===== src/sv/cbob_pkg.sv =====
// Shared types and constants for the cell bin overlap bucketing block.
package cbob_pkg;

	// request operation codes
	localparam logic [1:0] FUNC_PROC  = 2'd0;
	localparam logic [1:0] FUNC_READ  = 2'd1;
	localparam logic [1:0] FUNC_CLEAR = 2'd2;

	// configuration register indexes
	localparam logic [2:0] CFG_ORIGIN_X   = 3'd0;
	localparam logic [2:0] CFG_ORIGIN_Y   = 3'd1;
	localparam logic [2:0] CFG_BIN_W      = 3'd2;
	localparam logic [2:0] CFG_BIN_H      = 3'd3;
	localparam logic [2:0] CFG_INV_W      = 3'd4;
	localparam logic [2:0] CFG_INV_H      = 3'd5;
	localparam logic [2:0] CFG_SCALE      = 3'd6;
	localparam logic [2:0] CFG_SLAB_SIZE  = 3'd7;

	localparam int SLAB_SIZE_W = 19;

	// configuration reset values
	localparam logic [30:0] RST_BIN_SIZE  = 31'd65536;
	localparam logic [31:0] RST_INV       = 32'd65536;
	localparam logic [31:0] RST_SCALE     = 32'd65536;
	localparam logic [18:0] RST_SLAB_SIZE = 19'd4096;

	typedef enum logic [4:0] {
		ST_IDLE, ST_SP_HI, ST_SP_LO, ST_SP_FIN, ST_CLAMP, ST_CHK,
		ST_X_MUL, ST_X_OVL, ST_Y_MUL, ST_Y_OVL,
		ST_W_A, ST_W_B, ST_W_C, ST_W_D, ST_W_E, ST_W_F, ST_W_G,
		ST_DV_INIT, ST_DV_STEP, ST_SLAB, ST_CNT_RD, ST_CNT_WR, ST_EMIT,
		ST_RD, ST_RD_EMIT, ST_CLR
	} ctrl_state_t;

	typedef enum logic [4:0] {
		OP_NONE, OP_LOAD, OP_SP_HI, OP_SP_LO, OP_SP_FIN, OP_CLAMP,
		OP_X_MUL, OP_X_OVL, OP_Y_MUL, OP_Y_OVL,
		OP_W_A, OP_W_B, OP_W_C, OP_W_D, OP_W_E, OP_W_F, OP_W_G,
		OP_DIV_INIT, OP_DIV_STEP, OP_SLAB, OP_CNT_RD, OP_CNT_WR, OP_EMIT,
		OP_RD_SEL, OP_RD_EMIT, OP_CLEAR
	} dp_op_t;

	typedef struct packed {
		dp_op_t     op;
		logic [1:0] ep;  // span endpoint: x low, x high, y low, y high
	} cmd_t;

	typedef struct packed {
		logic kc_zero;
		logic hc_zero;
		logic k_last;
		logic h_last;
		logic out_free;
	} sts_t;

endpackage


===== src/sv/cbob_ctrl.sv =====
// Sequencer for the bin overlap bucketing datapath.
module cbob_ctrl #(
	parameter int SLAB_COUNT = 64
) (
	input  logic           clk,
	input  logic           arst_n,
	input  logic           in_valid,
	input  logic [1:0]     func,
	output logic           in_ready,
	input  cbob_pkg::sts_t sts,
	output cbob_pkg::cmd_t cmd
);
	import cbob_pkg::*;

	localparam int CW    = (SLAB_COUNT > 1) ? $clog2(SLAB_COUNT) : 1;
	localparam int CNT_W = (CW > 4) ? $clog2(CW) : 2;

	ctrl_state_t       state_q, state_d;
	logic [CNT_W-1:0]  cnt_q, cnt_d;

	always_ff @(posedge clk or negedge arst_n) begin
		if (!arst_n) begin
			state_q <= ST_IDLE;
			cnt_q   <= '0;
		end else begin
			state_q <= state_d;
			cnt_q   <= cnt_d;
		end
	end

	always_comb begin
		state_d  = state_q;
		cnt_d    = cnt_q;
		cmd.op   = OP_NONE;
		cmd.ep   = cnt_q[1:0];
		in_ready = 1'b0;
		unique case (state_q)
			ST_IDLE: begin
				in_ready = 1'b1;
				if (in_valid) begin
					cmd.op = OP_LOAD;
					cnt_d  = '0;
					unique case (func)
						FUNC_PROC:  state_d = ST_SP_HI;
						FUNC_READ:  state_d = ST_RD;
						FUNC_CLEAR: state_d = ST_CLR;
						default:    state_d = ST_IDLE;
					endcase
				end
			end
			ST_SP_HI: begin
				cmd.op  = OP_SP_HI;
				state_d = ST_SP_LO;
			end
			ST_SP_LO: begin
				cmd.op  = OP_SP_LO;
				state_d = ST_SP_FIN;
			end
			ST_SP_FIN: begin
				cmd.op = OP_SP_FIN;
				if (cnt_q[1:0] == 2'd3) begin
					state_d = ST_CLAMP;
				end else begin
					cnt_d   = cnt_q + CNT_W'(1);
					state_d = ST_SP_HI;
				end
			end
			ST_CLAMP: begin
				cmd.op  = OP_CLAMP;
				state_d = ST_CHK;
			end
			ST_CHK: begin
				state_d = (sts.kc_zero || sts.hc_zero) ? ST_IDLE : ST_X_MUL;
			end
			ST_X_MUL: begin
				cmd.op  = OP_X_MUL;
				state_d = ST_X_OVL;
			end
			ST_X_OVL: begin
				cmd.op  = OP_X_OVL;
				state_d = ST_Y_MUL;
			end
			ST_Y_MUL: begin
				cmd.op  = OP_Y_MUL;
				state_d = ST_Y_OVL;
			end
			ST_Y_OVL: begin
				cmd.op  = OP_Y_OVL;
				state_d = ST_W_A;
			end
			ST_W_A: begin
				cmd.op  = OP_W_A;
				state_d = ST_W_B;
			end
			ST_W_B: begin
				cmd.op  = OP_W_B;
				state_d = ST_W_C;
			end
			ST_W_C: begin
				cmd.op  = OP_W_C;
				state_d = ST_W_D;
			end
			ST_W_D: begin
				cmd.op  = OP_W_D;
				state_d = ST_W_E;
			end
			ST_W_E: begin
				cmd.op  = OP_W_E;
				state_d = ST_W_F;
			end
			ST_W_F: begin
				cmd.op  = OP_W_F;
				state_d = ST_W_G;
			end
			ST_W_G: begin
				cmd.op  = OP_W_G;
				state_d = ST_DV_INIT;
			end
			ST_DV_INIT: begin
				cmd.op  = OP_DIV_INIT;
				cnt_d   = '0;
				state_d = ST_DV_STEP;
			end
			ST_DV_STEP: begin
				cmd.op = OP_DIV_STEP;
				if (cnt_q == CNT_W'(CW - 1)) begin
					state_d = ST_SLAB;
				end else begin
					cnt_d = cnt_q + CNT_W'(1);
				end
			end
			ST_SLAB: begin
				cmd.op  = OP_SLAB;
				state_d = ST_CNT_RD;
			end
			ST_CNT_RD: begin
				cmd.op  = OP_CNT_RD;
				state_d = ST_CNT_WR;
			end
			ST_CNT_WR: begin
				cmd.op  = OP_CNT_WR;
				state_d = ST_EMIT;
			end
			ST_EMIT: begin
				if (sts.out_free) begin
					cmd.op = OP_EMIT;
					priority if (!sts.h_last) state_d = ST_Y_MUL;
					else if (!sts.k_last)     state_d = ST_X_MUL;
					else                      state_d = ST_IDLE;
				end
			end
			ST_RD: begin
				cmd.op  = OP_RD_SEL;
				state_d = ST_RD_EMIT;
			end
			ST_RD_EMIT: begin
				if (sts.out_free) begin
					cmd.op  = OP_RD_EMIT;
					state_d = ST_IDLE;
				end
			end
			ST_CLR: begin
				cmd.op  = OP_CLEAR;
				state_d = ST_IDLE;
			end
			default: state_d = ST_IDLE;
		endcase
	end

endmodule


===== config.mk =====
export PLATFORM = sky130hd
export DESIGN_NAME = cbob_ctrl
export DESIGN_NICKNAME = d
export VERILOG_FILES = /design/src/sv/cbob_pkg.sv /design/src/sv/cbob_ctrl.sv
export SDC_FILE = /design/constraint.sdc
export NUM_CORES = 1
export LEC_CHECK = 0
export BUFFER_PORTS_ARGS = -buffer_cell sky130_fd_sc_hd__buf_2
export CORE_MARGIN = 10
export CORE_UTILIZATION = 45
export CTS_BUF_LIST = sky130_fd_sc_hd__clkbuf_2 sky130_fd_sc_hd__clkbuf_4 sky130_fd_sc_hd__clkbuf_8
export CTS_CLUSTER_DIAMETER = 40
export DETAILED_ROUTE_END_ITERATION = 10
export PLACE_DENSITY_LB_ADDON = 0.25
export SYNTH_ARGS = -nofsm -noshare
export SYNTH_HDL_FRONTEND = slang
export SYNTH_SLANG_ARGS = --single-unit

===== constraint.sdc =====
create_clock -name clk -period 2.1 [get_ports clk]
set_clock_uncertainty 0.2 [all_clocks]
set_input_delay 0.315 -clock clk [delete_from_list [all_inputs] [get_ports clk]]
set_output_delay 0.315 -clock clk [all_outputs]
set_load 0.03 [all_outputs]

# After elaboration in Yosys (flattened, before gate mapping)
# Index checks and enable logic that the tools add are counted.
# word_totals
ff_bits	8
in_bits	10
out_inout_bits	8
# op_classes
add_sub_neg	1
n_eq_ne	35
muxes	19
n_reduce_logical	6
# ops
cell	count
case mux 5 bit (25 select lines)	2
== test 5 bit, second input constant	10
== test 5 x 4 -> 1 bit, second input constant	8
two-way mux 5 bit	6
== test 5 x 3 -> 1 bit, second input constant	4
two-way mux 3 bit	6
case mux 5 bit (3 select lines)	1
!= test 2 bit, second input constant	6
case mux 3 bit (4 select lines)	1
== test 5 x 2 -> 1 bit, second input constant	2
AND reduction 4 bit	2
== test 5 x 1 -> 1 bit, second input constant	1
zero test 5 bit	1
== test 2 bit, second input constant	2
two-way mux 4 bit	1
nonzero test 4 bit	1
adder 3 x 1 -> 3 bit, second input constant	1
== test 3 bit, second input constant	1
== test 2 x 1 -> 1 bit, second input constant	1
zero test 2 bit	1
two-way mux 1 bit	2
logical OR 1 bit	1

# Depth between registers and ports, before layout
# logic_depth
word_depth	4
ltp_mapped	6

# Least setup slack after synthesis
# OpenSTA, ideal clock, no wires.
# synth_timing
kind	reg2out
start	register state_q[1]
end	output cmd[2] in the netlist's numbering
arrival_time_ns	2.022
required_ns	1.585
setup_slack_ns	-0.437
stages_incl_launch_ff	5
path_buffers	2
path_cell_list	dfrtp_1 -> buf_2 -> buf_2 -> mux2_2 -> o41ai_1
# synth_rtl
item	line_no	source
from (decl)	cbob_ctrl.sv:18	ctrl_state_t state_q, state_d;
from (signal assigned)	cbob_ctrl.sv:26	state_q <= state_d;
to (decl)	cbob_ctrl.sv:11	output cbob_pkg::cmd_t cmd

# Worst setup path in the final report
# layout_timing
start	register state_q[2]
end	output in_ready
# layout_between
elab_chain_cells	2
# layout_lines
item	line_no	source
zero test 5 bit	cbob_ctrl.sv:37	unique case (state_q)
two-way mux 1 bit	cbob_ctrl.sv:37	
to (decl)	cbob_ctrl.sv:9	output logic in_ready,
# No other way between the ends.

==> results.md <==
| Group | Metric | This run |
| --- | --- | --- |
| clock network | Clock slew seen by the registers of the worst setup and hold paths | 0.05 ns |
| timing | Final clock period utilization by the worst path | 99.7% |
| clock network | CTS tree | built |
| global route | Overflow after GRT | 0 |
| layout | Post-route cell area | 1400 sq um |
| detailed routing | DRC violation count after routing | 0 |
| synth | Number of distinct library cell variants in the gate-level netlist after synthesis | 55 |
| synth | Count of mapped cells out of synthesis | 136 |
| synth | Dominant register cell in the synthesized netlist | sky130_fd_sc_hd__dfrtp_1 |
| synth | Async SR Flop Fraction | 100% |
| floorplan | Die outline width | 68.8 um |
| layout | Number of nets in the layout | 188 |
| synth | Number of flops mapped to enable cells by yosys | 0 |
| global route | Number of antenna violations at the first check in global routing | 0 |
| synth | Yosys warnings | 0 |
| synth | Synthesized area | 1070 sq um |
| synth | Cell accounting for the most synthesized area | sky130_fd_sc_hd__dfrtp_1 |
| global route | Via count of the first global-routing pass | 1,103 |
| detailed routing | Routed Antenna Nets | 0 |
| global route | Global router's overall resource usage | 13.4% |
| detailed routing | Detailed router's first-iteration violation count | 87 |
| floorplan | Area enclosed by the die boundary | 4730 sq um |
| critical path | Critical path start-end classification | flip-flop to output port |
| synth | List of most frequent post-synthesis cells | sky130_fd_sc_hd__nand2_1 (9), sky130_fd_sc_hd__dfrtp_1 (8), sky130_fd_sc_hd__nor2_1 (8), sky130_fd_sc_hd__nor2b_1 (8) |
| timing | Achievable frequency | 478 MHz |
| detailed routing | First-pass DRT Iterations | 4 |
| placement | Area post-placement | 1250 sq um |
| layout | Fraction of layout instances using a drive strength above 1 | 36.8% |
| layout | Layout filler cell count | 214 |
| power and ir drop | Peak supply drop | 0.722 mV |
| run | Max_cap viols | 0 |
| clock network | Clock network latency to the later pin of the worst-skew pair | 0.25 ns |
| synth | Sequential cell area fraction in the yosys report | 18.7% |
| detailed routing | Routed len/inst | 15.7 um |
| power and ir drop | Cell Pwr Density | 1440 nW/um^2 |
| synth | Number of storage elements in the synthesis netlist | 8 |
| synth | Share of the synthesized area in the top cell type | 18.7% |
| critical path | Maximum fanout count along the critical path | 6 |
| synth | Cell types occupying the most area after synthesis | sky130_fd_sc_hd__dfrtp_1 (19%), sky130_fd_sc_hd__ha_1 (5.8%), sky130_fd_sc_hd__nor2b_1 (4.7%) |
| run status | Result of the run | complete, no violations |
| floorplan | Row Count | 17 |
| critical path | Critical path arrival | 1.58 ns |
| critical path | Required arrival time at the worst endpoint | 1.58 ns |
| timing | Actual slew at the worst max-slew pin | 0.473 ns |
| timing | Tmin final | 2.09 ns |
| timing | Relative slew slack | 68.2% |
| power and ir drop | Total Power | 0.00201 W |
| clock network | Cell chosen for the clock root | sky130_fd_sc_hd__clkbuf_4 |
| placement | HPWL reported at the end of detailed placement | 2240 um |
| floorplan | Height of the die | 68.8 um |
| synth | Per-instance average area after synthesis | 7.87 sq um |
| global route | First-pass GRT wire length | 5060 um |
| synth | Net count after synthesis | 151 |
| clock network | Clock buffer count from CTS | 3 |
| floorplan | Core ar. | 2230 sq um |
| clock network | Maximum buffer depth of the clock tree | 2 |
| timing | Total setup violations reported at the end of the flow | 0 |
| timing | Final max-slew violation count | 0 |
| clock network | Total clock sinks | 8 |
| clock network | H-tree depth reported by CTS | 1 |
| detailed routing | Average via count per standard cell | 6.01 |
| timing | Final Hold Fails | 0 |
| global route | Maximum number of pins on one net before global-route repair | 26 |
| critical path | Startpoint type of the worst setup path | flip-flop |
| critical path | Category of the worst setup path capture point | output port |
| layout | End-of-flow core utilization | 62.7% |
| floorplan | Count of pins on the block boundary | 18 |
| placement | PortBufs | 17 |
| detailed routing | DRT Wirelength | 3120 um |
| min path | Hold WC Path Type | primary input to asynchronous set/reset pin |
| synth | Most repeated cell in the gate-level netlist after synthesis | sky130_fd_sc_hd__nand2_1 |
| placement | Weighted congestion reported at the end of routability-driven placement | 0.876 |
| detailed routing | Total via count after detailed routing | 1,195 |
| timing | RSZ-0062 raised after global routing | yes |
| layout | Layout overhead on the synthesized area | 31.0% |
| layout | Diodes inserted | 0 |
| floorplan | Initial Utilization | 47.9% |
| power and ir drop | Leakage power total | 0.622 nW |
## through the flow
step | TNS (ns) | hold slack, ns | cells | setup slack, ns
6_report | 0 | 0.232 | 199 | 0.00578
5_1_grt | -0.219 | 0.227 | 199 | -0.0837
4_1_cts | -0.0453 | 0.224 | 188 | -0.0453
3_5_place_dp | 0 | -0.0369 | 182 | 0.0972
3_3_place_gp | 0 | -0.0373 | 182 | 0.137
2_1_floorplan | -0.0399 | -0.181 | 136 | -0.0399
## kinds of logic (layout without fill, tap and decap cells)
kind of cell,Yosys count,in the layout,share of synthesized area (%)
adders and majority gates,5,5,5.85
AOI/OAI and AO/OA,42,42,29.7
and+or+nand+nor,56,56,31.2
DFF,8,8,18.7
xor gates and xnor gates,1,1,0.819
muxes,4,4,4.09
buffers and inverters,20,55,9.59
## worst max-delay path, cell delays in order (launching register included)
cell and delay, ns:
sky130_fd_sc_hd__dfrtp_2 0.44, sky130_fd_sc_hd__or4_4 0.59, sky130_fd_sc_hd__nor2_4 0.15, sky130_fd_sc_hd__buf_6 0.14
## registers in the layout, indices dropped and copies added (netlist names)
signal / count
cnt_q: 3
state_q: 5
## path summary, 6_finish.rpt
check,startpoint,end,slack (ns),cells after the start
max in group asynchronous,arst_n,state_q[3],1.29,2
min in group clk,sts[2],state_q[1],0.24,4
min reg2reg,cnt_q[0],cnt_q[0],0.42,2
min,arst_n,state_q[4],0.23,2
max,state_q[2],in_ready,0.006,3
max reg2reg,state_q[2],cnt_q[1],0.04,5
## metal layers
metal / global-route usage, % / wire [um]
met1: 16.5 / 1420
met2: 22.7 / 1490
met3: 2.58 / 152
met4: 4.68 / 60
met5: 0 / 0
## where the power goes
group          internal, W  total [W]  switching (W)
combinational     0.000719    0.00158       0.000858
sequential        0.000221   0.000321      0.0000993
clock            0.0000652   0.000115      0.0000495
total              0.00101    0.00201        0.00101
## cells in the final DEF (no fill, tap or decap), drive strengths merged, types with 4 or more instances in the layout
master / Yosys / routed
ha: 5 / 5
nand3: 5 / 5
nand2b: 5 / 5
nand2: 9 / 9
inv: 7 / 7
nor2: 9 / 9
buf: 11 / 44
o21ai: 9 / 9
dfrtp: 8 / 8
nor2b: 8 / 8
a211oi: 4 / 4
a21oi: 5 / 5
## layout make-up
type | instances | area, sq um | area share (%)
clock buffer | 3 | 22.5 | 1.61
tap | 28 | 35.0 | 2.50
sequential | 8 | 205 | 14.6
timing repair buffer | 45 | 327 | 23.3
inverter | 7 | 26.3 | 1.88
multi-input combinational | 108 | 786 | 56.1
## repair_timing
action | in CTS | in global routing
setup endpoints to repair | 4 | 6
endpoints found under the hold margin | 8 | 0
hold buffers | 1 | 0
buffers inserted | 2 | 11
pin swaps | 0 | 3
gates resized for setup | 6 | 5
No activity file was read; power rests on OpenSTA's default activity.
